### src/design/mct_pkg.sv
package mct_pkg;

   // channel count and field widths
   localparam int NUM_CHANNELS = 4;
   localparam int IDX_W = (NUM_CHANNELS > 1) ? $clog2(NUM_CHANNELS) : 1;
   localparam int CMD_W = 2;
   localparam int CH_W = 2;
   localparam int TIME_W = 32;
   localparam int OFFS_W = 16;

   // configuration port
   localparam int CSR_ADDR_W = 3;
   localparam int CSR_DATA_W = 32;
   localparam logic [CSR_ADDR_W-3:0] REG_MIN_OFFSET = '0;
   localparam logic [OFFS_W-1:0] MIN_OFFSET_RESET = 16'd1000;

   // item commands
   localparam logic [CMD_W-1:0] CMD_TICK    = 2'd0;
   localparam logic [CMD_W-1:0] CMD_ARM_REL = 2'd1;
   localparam logic [CMD_W-1:0] CMD_ARM_ABS = 2'd2;
   localparam logic [CMD_W-1:0] CMD_DISARM  = 2'd3;

   // controller to datapath
   typedef struct packed {
      logic load;
      logic exec;
      logic scan;
      logic finish;
   } ctrl_type;

   // datapath to controller
   typedef struct packed {
      logic resched;
      logic scan_last;
   } stat_type;

endpackage

### src/design/mct_regs.sv
module mct_regs (
   input  logic                                clock,
   input  logic                                reset,
   input  logic                                psel,
   input  logic                                penable,
   input  logic                                pwrite,
   input  logic [mct_pkg::CSR_ADDR_W-1:0]      paddr,
   input  logic [mct_pkg::CSR_DATA_W-1:0]      pwdata,
   output logic [mct_pkg::CSR_DATA_W-1:0]      prdata,
   output logic                                pready,
   output logic [mct_pkg::OFFS_W-1:0]          min_offset
);

   logic [mct_pkg::OFFS_W-1:0] min_offset_ff;
   logic [mct_pkg::OFFS_W-1:0] min_offset_in;
   logic                       sel_min_offset;

   // word decode, byte offset bits ignored
   assign sel_min_offset = (paddr[mct_pkg::CSR_ADDR_W-1:2] == mct_pkg::REG_MIN_OFFSET);

   // register write
   always_comb begin
      min_offset_in = min_offset_ff;
      if (psel && penable && pwrite && sel_min_offset) begin
         min_offset_in = pwdata[mct_pkg::OFFS_W-1:0];
      end
   end

   always_ff @(posedge clock) begin
      if (reset) begin
         min_offset_ff <= mct_pkg::MIN_OFFSET_RESET;
      end else begin
         min_offset_ff <= min_offset_in;
      end
   end

   // read back
   always_comb begin
      prdata = '0;
      if (sel_min_offset) begin
         prdata = {{(mct_pkg::CSR_DATA_W - mct_pkg::OFFS_W){1'b0}}, min_offset_ff};
      end
   end

   assign pready     = 1'b1;
   assign min_offset = min_offset_ff;

endmodule

### src/design/mct_ctrl.sv
module mct_ctrl (
   input  logic               clock,
   input  logic               reset,
   input  logic               start,
   input  mct_pkg::stat_type  stat,
   output mct_pkg::ctrl_type  ctrl,
   output logic               busy,
   output logic               rsp_valid
);

   typedef enum logic [1:0] {
      ST_IDLE,
      ST_EXEC,
      ST_SCAN,
      ST_FINAL
   } state_type;

   state_type state_ff;
   state_type state_in;
   logic      rsp_valid_ff;
   logic      rsp_valid_in;

   // next state and result strobe
   always_comb begin
      state_in     = state_ff;
      rsp_valid_in = 1'b0;
      unique case (state_ff)
         ST_IDLE: begin
            if (start) begin
               state_in = ST_EXEC;
            end
         end
         ST_EXEC: begin
            if (stat.resched) begin
               state_in = ST_SCAN;
            end else begin
               state_in     = ST_IDLE;
               rsp_valid_in = 1'b1;
            end
         end
         ST_SCAN: begin
            if (stat.scan_last) begin
               state_in = ST_FINAL;
            end
         end
         ST_FINAL: begin
            state_in     = ST_IDLE;
            rsp_valid_in = 1'b1;
         end
         default: begin
            state_in = ST_IDLE;
         end
      endcase
   end

   always_ff @(posedge clock) begin
      if (reset) begin
         state_ff     <= ST_IDLE;
         rsp_valid_ff <= 1'b0;
      end else begin
         state_ff     <= state_in;
         rsp_valid_ff <= rsp_valid_in;
      end
   end

   // datapath commands
   always_comb begin
      ctrl.load   = (state_ff == ST_IDLE) && start;
      ctrl.exec   = (state_ff == ST_EXEC);
      ctrl.scan   = (state_ff == ST_SCAN);
      ctrl.finish = (state_ff == ST_FINAL);
   end

   assign busy      = (state_ff != ST_IDLE);
   assign rsp_valid = rsp_valid_ff;

endmodule

### src/design/mct_dpath.sv
module mct_dpath (
   input  logic                          clock,
   input  logic                          reset,
   input  mct_pkg::ctrl_type             ctrl,
   output mct_pkg::stat_type             stat,
   input  logic [mct_pkg::CMD_W-1:0]     req_command,
   input  logic [mct_pkg::CH_W-1:0]      req_channel,
   input  logic [mct_pkg::TIME_W-1:0]    req_value,
   input  logic [mct_pkg::OFFS_W-1:0]    min_offset,
   output logic                          rsp_fired,
   output logic [mct_pkg::CH_W-1:0]      rsp_fired_channel,
   output logic [mct_pkg::TIME_W-1:0]    rsp_current_time,
   output logic                          rsp_pending
);

   localparam int N = mct_pkg::NUM_CHANNELS;
   localparam int IW = mct_pkg::IDX_W;
   localparam int TW = mct_pkg::TIME_W;

   // captured item
   logic [mct_pkg::CMD_W-1:0] cmd_ff, cmd_in;
   logic [mct_pkg::CH_W-1:0]  ch_ff, ch_in;
   logic [TW-1:0]             val_ff, val_in;

   // timer state
   logic [TW-1:0]             time_ff, time_in;
   logic [TW-1:0]             deadline_ff [N];
   logic [N-1:0]              armed_ff, armed_in;
   logic [IW-1:0]             next_ff, next_in;
   logic [TW-1:0]             alarm_time_ff, alarm_time_in;
   logic                      alarm_valid_ff, alarm_valid_in;
   logic                      fired_ff, fired_in;
   logic [mct_pkg::CH_W-1:0]  fch_ff, fch_in;

   // scan state
   logic [IW-1:0]             idx_ff, idx_in;
   logic                      found_ff, found_in;
   logic [IW-1:0]             best_ff, best_in;
   logic [TW-1:0]             best_dl_ff, best_dl_in;

   // helpers
   logic                      is_tick;
   logic                      in_range;
   logic [IW-1:0]             ch_idx;
   logic [TW-1:0]             time_inc;
   logic                      hit;
   logic                      dl_write;
   logic [TW-1:0]             dl_value;
   logic [TW-1:0]             scan_dl;
   logic [TW-1:0]             ahead;
   logic                      due;

   assign is_tick  = (cmd_ff == mct_pkg::CMD_TICK);
   assign in_range = ({{(32 - mct_pkg::CH_W){1'b0}}, ch_ff} < 32'(N));
   assign ch_idx   = ch_ff[IW-1:0];
   assign time_inc = time_ff + 1'b1;
   assign hit      = is_tick && alarm_valid_ff && (time_inc == alarm_time_ff);
   assign scan_dl  = deadline_ff[idx_ff];
   assign ahead    = best_dl_ff - time_ff;
   assign due      = (best_dl_ff < time_ff) || (ahead == '0)
                   || (ahead < {{(TW - mct_pkg::OFFS_W){1'b0}}, min_offset});

   // deadline write on arm
   assign dl_write = ctrl.exec && !is_tick && in_range && (cmd_ff != mct_pkg::CMD_DISARM);
   assign dl_value = (cmd_ff == mct_pkg::CMD_ARM_REL) ? (time_ff + val_ff) : val_ff;

   // item execution, scan and alarm update
   always_comb begin
      cmd_in         = cmd_ff;
      ch_in          = ch_ff;
      val_in         = val_ff;
      time_in        = time_ff;
      armed_in       = armed_ff;
      next_in        = next_ff;
      alarm_time_in  = alarm_time_ff;
      alarm_valid_in = alarm_valid_ff;
      fired_in       = fired_ff;
      fch_in         = fch_ff;
      idx_in         = idx_ff;
      found_in       = found_ff;
      best_in        = best_ff;
      best_dl_in     = best_dl_ff;

      if (ctrl.load) begin
         cmd_in   = req_command;
         ch_in    = req_channel;
         val_in   = req_value;
         fired_in = 1'b0;
         fch_in   = '0;
      end

      if (ctrl.exec) begin
         idx_in   = '0;
         found_in = 1'b0;
         best_in  = '0;
         if (is_tick) begin
            time_in = time_inc;
            // expiry of the chosen channel
            if (hit && armed_ff[next_ff]) begin
               armed_in[next_ff] = 1'b0;
               fired_in          = 1'b1;
               fch_in            = mct_pkg::CH_W'(next_ff);
            end
         end else if (in_range) begin
            armed_in[ch_idx] = (cmd_ff != mct_pkg::CMD_DISARM);
         end
      end

      // one channel per cycle, strict less keeps lowest index on ties
      if (ctrl.scan) begin
         if (armed_ff[idx_ff] && (!found_ff || (scan_dl < best_dl_ff))) begin
            best_in    = idx_ff;
            best_dl_in = scan_dl;
            found_in   = 1'b1;
         end
         idx_in = idx_ff + 1'b1;
      end

      if (ctrl.finish) begin
         alarm_valid_in = found_ff;
         if (found_ff) begin
            next_in       = best_ff;
            alarm_time_in = due ? time_inc : best_dl_ff;
         end
      end
   end

   // control state
   always_ff @(posedge clock) begin
      if (reset) begin
         time_ff        <= '0;
         armed_ff       <= '0;
         next_ff        <= '0;
         alarm_time_ff  <= '0;
         alarm_valid_ff <= 1'b0;
         fired_ff       <= 1'b0;
         fch_ff         <= '0;
      end else begin
         time_ff        <= time_in;
         armed_ff       <= armed_in;
         next_ff        <= next_in;
         alarm_time_ff  <= alarm_time_in;
         alarm_valid_ff <= alarm_valid_in;
         fired_ff       <= fired_in;
         fch_ff         <= fch_in;
      end
   end

   // payload registers
   always_ff @(posedge clock) begin
      cmd_ff     <= cmd_in;
      ch_ff      <= ch_in;
      val_ff     <= val_in;
      idx_ff     <= idx_in;
      found_ff   <= found_in;
      best_ff    <= best_in;
      best_dl_ff <= best_dl_in;
      if (dl_write) begin
         deadline_ff[ch_idx] <= dl_value;
      end
   end

   // status to controller
   always_comb begin
      stat.resched   = hit || (!is_tick && in_range);
      stat.scan_last = (idx_ff == IW'(N - 1));
   end

   assign rsp_fired         = fired_ff;
   assign rsp_fired_channel = fch_ff;
   assign rsp_current_time  = time_ff;
   assign rsp_pending       = |armed_ff;

endmodule

### src/design/multiplexed_compare_timer_top.sv
// multiplexed compare timer: four compare channels sharing one alarm
//
// input channel: start with req_command, req_channel, req_value; an item is
// taken at a clock edge with start high and busy low. commands are tick,
// arm relative, arm absolute and disarm.
// result channel: rsp_valid is high for one cycle per item with rsp_fired,
// rsp_fired_channel, rsp_current_time and rsp_pending; the receiver cannot
// stall, so it must sample every strobe.
// sequence: a tick that does not fire (or an ignored channel) goes from the
// execute state straight back to idle; when the alarm is rescheduled, the
// execute state is followed by a scan that reads one deadline per cycle
// through a single read port, and a final state. busy drops with the strobe.
// configuration: apb port, min_offset at byte address 0; pready is always
// high; write only while busy is low and no result is due.
// reset (synchronous, active high): time 0, all channels disarmed, no alarm,
// min_offset 1000.
module multiplexed_compare_timer_top (
   input  logic                                clock,
   input  logic                                reset,
   input  logic                                start,
   output logic                                busy,
   input  logic [mct_pkg::CMD_W-1:0]           req_command,
   input  logic [mct_pkg::CH_W-1:0]            req_channel,
   input  logic [mct_pkg::TIME_W-1:0]          req_value,
   output logic                                rsp_valid,
   output logic                                rsp_fired,
   output logic [mct_pkg::CH_W-1:0]            rsp_fired_channel,
   output logic [mct_pkg::TIME_W-1:0]          rsp_current_time,
   output logic                                rsp_pending,
   input  logic                                psel,
   input  logic                                penable,
   input  logic                                pwrite,
   input  logic [mct_pkg::CSR_ADDR_W-1:0]      paddr,
   input  logic [mct_pkg::CSR_DATA_W-1:0]      pwdata,
   output logic [mct_pkg::CSR_DATA_W-1:0]      prdata,
   output logic                                pready
);

   mct_pkg::ctrl_type          ctrl;
   mct_pkg::stat_type          stat;
   logic [mct_pkg::OFFS_W-1:0] min_offset;

   // configuration registers
   mct_regs u_regs (
      .clock      (clock),
      .reset      (reset),
      .psel       (psel),
      .penable    (penable),
      .pwrite     (pwrite),
      .paddr      (paddr),
      .pwdata     (pwdata),
      .prdata     (prdata),
      .pready     (pready),
      .min_offset (min_offset)
   );

   // sequencer
   mct_ctrl u_ctrl (
      .clock     (clock),
      .reset     (reset),
      .start     (start),
      .stat      (stat),
      .ctrl      (ctrl),
      .busy      (busy),
      .rsp_valid (rsp_valid)
   );

   // timer state and scan
   mct_dpath u_dpath (
      .clock             (clock),
      .reset             (reset),
      .ctrl              (ctrl),
      .stat              (stat),
      .req_command       (req_command),
      .req_channel       (req_channel),
      .req_value         (req_value),
      .min_offset        (min_offset),
      .rsp_fired         (rsp_fired),
      .rsp_fired_channel (rsp_fired_channel),
      .rsp_current_time  (rsp_current_time),
      .rsp_pending       (rsp_pending)
   );

endmodule

### config.mk
export PLATFORM = sky130hd
export DESIGN_NAME = multiplexed_compare_timer_top
export DESIGN_NICKNAME = d
export VERILOG_FILES = /design/src/design/mct_pkg.sv /design/src/design/mct_regs.sv /design/src/design/mct_ctrl.sv /design/src/design/mct_dpath.sv /design/src/design/multiplexed_compare_timer_top.sv
export SDC_FILE = /design/constraint.sdc
export NUM_CORES = 1
export LEC_CHECK = 0
export BUFFER_PORTS_ARGS = -buffer_cell sky130_fd_sc_hd__buf_2
export CAP_MARGIN = 10
export CORE_UTILIZATION = 54
export CTS_CLUSTER_DIAMETER = 120
export CTS_CLUSTER_SIZE = 20
export DETAILED_ROUTE_END_ITERATION = 8
export PLACE_DENSITY = 0.73
export SLEW_MARGIN = 5
export SYNTH_ARGS = -nofsm -noshare
export SYNTH_HDL_FRONTEND = slang
export SYNTH_HIERARCHICAL = 1
export SYNTH_SLANG_ARGS = --single-unit
### constraint.sdc
create_clock -name clock -period 6 [get_ports clock]
set_input_delay 1.5 -clock clock [delete_from_list [all_inputs] [get_ports clock]]
set_output_delay 1.5 -clock clock [all_outputs]
set_load 0.05 [all_outputs]
; ---- Word level (Yosys, flattened, before mapping)
; Memory sizes are Yosys's and may differ from the RTL's. A register that Yosys moved wholly into a read port is not among the register bits.
; Index checks and enable logic that the tools add are counted.
[totals]
mem_count = 1
mem_bits_ro = 0
mem_bits_rw = 128
in_bits = 77
ff_bits = 166
wordCells = 111
latchBits = 0
[memory_table]
columns = name, words, word_bits, rd, rd_clocked_by_memory_dff, wr, line
row1 = u_dpath.deadline_ff, 4, 32, 1, 1, 1, mct_dpath.sv:27  ; logic [TW-1:0] deadline_ff [N];
[op_classes]
bitwise = 3
div = 0
shifts = 0
muxes = 39
n_reduce_logical = 29
add_sub_neg = 4
n_mul = 0
n_lt_le_gt_ge = 8
n_eq_ne = 10
[op_table]
columns = cell, n
row1 = 32-bit less-than comparator, 2
row2 = 32-bit two-way mux, 2
row3 = "32-bit by 1-bit adder with 32-bit output, second input constant", 1
row4 = 32-bit adder, 1
row5 = 32-bit equality test, 1
row6 = 32-bit zero test, 1
row7 = 32-bit by 16-bit less-than comparator with 1-bit output, 1
row8 = 32-bit subtractor, 1
row9 = 2-bit two-way mux, 13
row10 = 16-bit two-way mux, 1
row11 = 1-bit two-way mux, 14
row12 = 1-bit logical AND, 12
row13 = 2-bit AND reduction, 5
row14 = "2-bit by 3-bit less-than comparator with 1-bit output, second input constant", 3
row15 = 4-bit two-way mux, 2
row16 = 2-bit one-hot mux with 4 select lines, 1
row17 = "2-bit equality test, second input constant", 3
row18 = "2-bit != test, second input constant", 3
row19 = 4-bit bitwise AND, 1
row20 = 1-bit binary-select mux with 2-bit select, 2
row21 = 4-bit bitwise mux, 1
row22 = 1-bit demux with 2-bit select, 2
row23 = "2-bit by 1-bit equality test with 1-bit output, second input constant", 2
row24 = "2-bit by 1-bit >= comparator with 1-bit output, second input constant", 2
row25 = 10 further kinds, 16

; ---- Depth between registers and ports, before layout
[depth]
ltp_word = 8
mapped_depth = 21

; ---- By module
; The synthesis kept the hierarchy.
[by_module_without_submodules]
columns = module, instances, area_per_inst_um2, cells_per_inst
row1 = mct_dpath, 1, 16743.6, 1566
row2 = mct_regs, 1, 957.2, 106
row3 = mct_ctrl, 1, 143.9, 16

; ---- Least setup slack after synthesis
; OpenSTA, ideal clock, no wires.
[synth_path]
kind = register to register
start = register u_dpath.time_ff[4] (netlist: u_dpath/rsp_current_time[4])
end = register u_dpath.alarm_time_ff[0]
slack_ns = 1.474
stages_incl_launch_ff = 20
setup_ns = 0.079
required_time_ns = 5.921
period_less_slack_ns = 4.526
t_arrival_ns = 4.447
cell_sequence = dfxtp_1 clkbuf_1 inv_1 ha_1 a21o_1 nor3_1 and2_1 o32ai_1 a31oi_1 ha_1 a21o_1 a21oi_1 o21ai_0 a31oi_1 a21oi_1 nor4b_1 o2111ai_2 o21a_4 mux2_4 a211oi_2
[synth_between]
elab_chain_len = 5
elab_cells_between_ends = 7
cone_classes = add/sub: 1 / order compare: 2 / mux: 1 / reduce/logical: 3
[synth_rtl]
columns = element, line
row1 = "start, declared", mct_dpath.sv:26  ; logic [TW-1:0] time_ff, time_in;
row2 = "start signal, assigned", mct_dpath.sv:139  ; time_ff <= time_in;
row3 = "parallel branches: the longest is 3 deep, another holds 32-bit subtractor", n/a
row4 = 1-bit logical OR (*), mct_dpath.sv:61  ; || (ahead < {{(TW - mct_pkg::OFFS_W){1'b0}}, min_offset});
row5 = 32-bit two-way mux (*), mct_dpath.sv:123  ; alarm_time_in = due ? time_inc : best_dl_ff;
row6 = "end signal, assigned", mct_dpath.sv:142  ; alarm_time_ff <= alarm_time_in;
row7 = "end, declared", mct_dpath.sv:30  ; logic [TW-1:0] alarm_time_ff, alarm_time_in;
; Mark *: on every way between the ends.
; A chain may end at the register's enable or synchronous reset.

; ---- Worst setup path in the final report
[layout_path]
start = register u_dpath.time_ff[6] (netlist: u_dpath/rsp_current_time[6])
end = register u_dpath.alarm_time_ff[20]
[layout_between]
elab_chain_len = 5
elab_cells_between_ends = 8
cone_classes = add/sub: 2 / order compare: 2 / mux: 1 / reduce/logical: 3
[layout_rtl]
columns = element, line
row1 = "parallel branches: the longest is 4 deep, another holds 32-bit subtractor", n/a
row2 = 32-bit two-way mux (*), mct_dpath.sv:123
; Marks and branches as above.

==> results.cfg <==
[sta]
worstMarginPinSlew_ns = 1.09
min_period_ns = 4.79
setup_viol = 0
fin_hold_ws_ns = 0.459
rsz0062_at_grt = false
hold_viol_final = 0
max_freq_ghz = 0.209
relSlewSlack_pct = 27.2
finalCritPeriodShare_pct = 79.8
fin_setup_tns_ns = 0
skew_ns = 0.0322
slew_viol_final = 0

[power_and_ir_drop]
comb_power_share_pct = 10.9
power.density_nw_per_um2 = 206
pwr-share-seq_pct = 57.4
leakagePower_uw = 0.00734
ir_drop_v = 0.000146
clkPwrFrac_pct = 31.7
switching_share_pct = 24.2
switchingPower_uw = 964
intPower_uw = 3010

[clock_network]
cts_root_buf = clkbuf_16
htreeDepth = 1
clkLatencyLatePin_ns = 0.52
cts_tree = yes
postCtsHoldBufs = 0
cts.sinks = 296
postCtsSetupRepairBufs = 0
cts.clk_slew.worst_paths_ns = 0.09
cts_resized = 0
ctsLongestPathBuffers = 3
numCtsBuffers = 18

[routing]
vias_per_cell = 5.96
firstDrtPassIters = 5
drc = 0
drt-total-wl_mm = 42.5
drt_iter0_drc = 1166
via_count = 13300
wl_per_cell_um = 19.1
ant_nets = 0

[job]
drv_cap = 0

[placement]
portBuffers = 112
place_hpwl_mm = 31.3
place_congestion = 0.960

[grt]
grt_pass1_vias = 12400
grt_usage_pct = 25.2
grt_pass1_wl_mm = 66.2
antenna_found_initial = 0
grt.overflow.total = 0
grt_max_degree = 65

[yosys]
synthTopCellsByArea = edfxtp_1 (33%), dfxtp_1 (11%), ha_1 (7.8%), mux4_2 (4.3%), xnor2_1 (4.1%)
avgSynthCellArea_um2 = 10.6
yosysSeqAreaShare_pct = 44.3
ys_warn_count = 6
synth_area_um2 = 17800
synthFlopType = edfxtp_1
async_flop_share_pct = 0
ys_ff_latch = 296
synthDistinctLibCells = 93
yosysMostFrequentCell = edfxtp_1
synth_top_cell_by_area = edfxtp_1
synth_edf_count = 198
synth_common_cells = edfxtp_1 (198), nand2_1 (116), ha_1 (111), inv_1 (104), nor2_1 (101)
synth_cells = 1688
synthDominantCellAreaShare_pct = 33.3

[floorplan]
coreArea_um2 = 32500
die_h_um = 184
die_area_um2 = 33800
start_util_pct = 54.8
die-width_um = 184
num_io_pins = 148
rows = 66

[outcome]
outcome = complete, no violations

[cells_and_area]
nets = 1962
n_antenna_cell = 0
area_delta_synth_final_pct = 8.41
drive_above_1_share_pct = 13.5

[critical_path]
path_class = flop to flop
worst-path-max-fanout = 11
end_kind = flop
arrival_ns = 5.16
startpoint_type = flop
crit_required_ns = 6.37

[worst_hold_path]
hold_class = flop to flop
routing by layer:
metal | share of wire, % | track usage [%] | vias to the layer above
met4 | 2.3 | 6.67 | 0
met1 | 46 | 36.3 | 6347
met2 | 45 | 40.4 | 495
met3 | 6.7 | 2.73 | 63
li1 | - | - | 6351
met5 | 0 | 0 | -
cell usage in the layout (no fill, tap or decap), types with 18 or more instances in the layout:
master	netlist	routed
a21o_1	40	40
a21oi_1	100	100
buf_2	4	111
buf_4	18	30
clkbuf_16	0	19
dfxtp_1	98	97
edfxtp_1	198	198
ha_1	111	111
inv_1	104	104
mux2i_1	34	34
mux4_2	34	34
nand2_1	116	116
nand2b_1	40	39
nand3_1	28	28
nand4_1	29	29
nor2_1	101	97
nor2b_1	27	27
nor3_1	35	35
nor4_1	18	18
o211ai_1	39	39
o21a_1	19	19
o21ai_0	84	84
xnor2_1	84	84
xnor3_1	19	19
critical path: stages (launching register included):
cell       delay (ns)
dfxtp_1          0.63
inv_1            0.15
ha_1             0.31
nor4_1           0.64
a211oi_1         0.20
nor2_1           0.15
xnor2_1          0.17
ha_1             0.28
a21oi_1          0.12
o21ai_0          0.10
a31oi_1          0.20
a21oi_1          0.10
nor4b_1          0.39
o2111ai_2        0.27
o21ai_2          0.32
buf_4            0.30
mux2i_1          0.21
o21ai_0          0.09
state kept, by name, summed over array words and instances, names as in the netlist, named ones only:
| register | cells |
|---|---|
| u_dpath/idx_ff | 2 |
| u_dpath/alarm_time_ff | 32 |
| u_dpath/rsp_fired_channel | 2 |
| u_dpath/next_ff | 2 |
| u_dpath/cmd_ff | 2 |
| u_dpath/deadline_ff | 128 |
| u_dpath/val_ff | 32 |
| u_dpath/rsp_current_time | 32 |
| u_ctrl/rsp_valid | 1 |
| u_dpath/ch_ff | 2 |
| u_dpath/found_ff | 1 |
| u_dpath/best_ff | 2 |
| u_ctrl/state_ff | 1 |
| u_dpath/alarm_valid_ff | 1 |
| u_regs/min_offset | 16 |
| u_dpath/best_dl_ff | 32 |
| u_dpath/armed_ff | 4 |
| u_dpath/rsp_fired | 1 |
power groups by stage:
stage	registers [µW]	logic [µW]	clock network, µW
final	2290	432	1260
after floorplan	2310	339	0
after detailed placement	2330	428	0
after global placement	2330	411	0
after CTS	2290	431	1280
after global routing	2290	472	1350
logic make-up after synthesis:
group	after synthesis	share of synthesized area (%)
compound gates	380	13.9
xor+xnor	120	7.36
fa+ha+maj	113	8.01
buf+inv	198	4.75
flops	296	44.3
mux	75	6.66
other cells	2	0.0421
simple gates	504	15.0
per-stage QoR:
step / instance area, µm² / power [µW] / std cells / setup WS (ns) / util [%]
2_1_floorplan: 17900 / 2650 / 1703 / 1.47 / -
3_3_place_gp: 18800 / 2740 / 2194 / 1.34 / 57.8
3_5_place_dp: 18800 / 2760 / 2194 / 1.26 / 57.8
4_1_cts: 19300 / 3990 / 2226 / 1.23 / 59.5
5_1_grt: 19300 / 4110 / 2226 / 0.795 / 59.5
6_report: 19300 / 3980 / 2226 / 1.21 / 59.5
final timing paths:
check / start / end / slack [ns] / depth (start not counted)
worst min register to register: u_dpath/alarm_time_ff[3] / u_dpath/alarm_time_ff[3] / 0.46 / 2
worst max register to register: u_dpath/rsp_current_time[6] / u_dpath/alarm_time_ff[20] / 1.21 / 17
worst min-delay path: u_dpath/alarm_time_ff[3] / u_dpath/alarm_time_ff[3] / 0.46 / 2
worst max-delay path: u_dpath/rsp_current_time[6] / u_dpath/alarm_time_ff[20] / 1.21 / 17
layout make-up:
type                       instances  area (µm²)
multi-input combinational       1209        9160
inverter                         105         394
clock inverter                     1        5.00
clock buffer                      31         520
fill                            2750       13200
tap                              442         553
timing repair buffer             142         801
sequential                       296        7910
(Power assumes the default switching activity.)
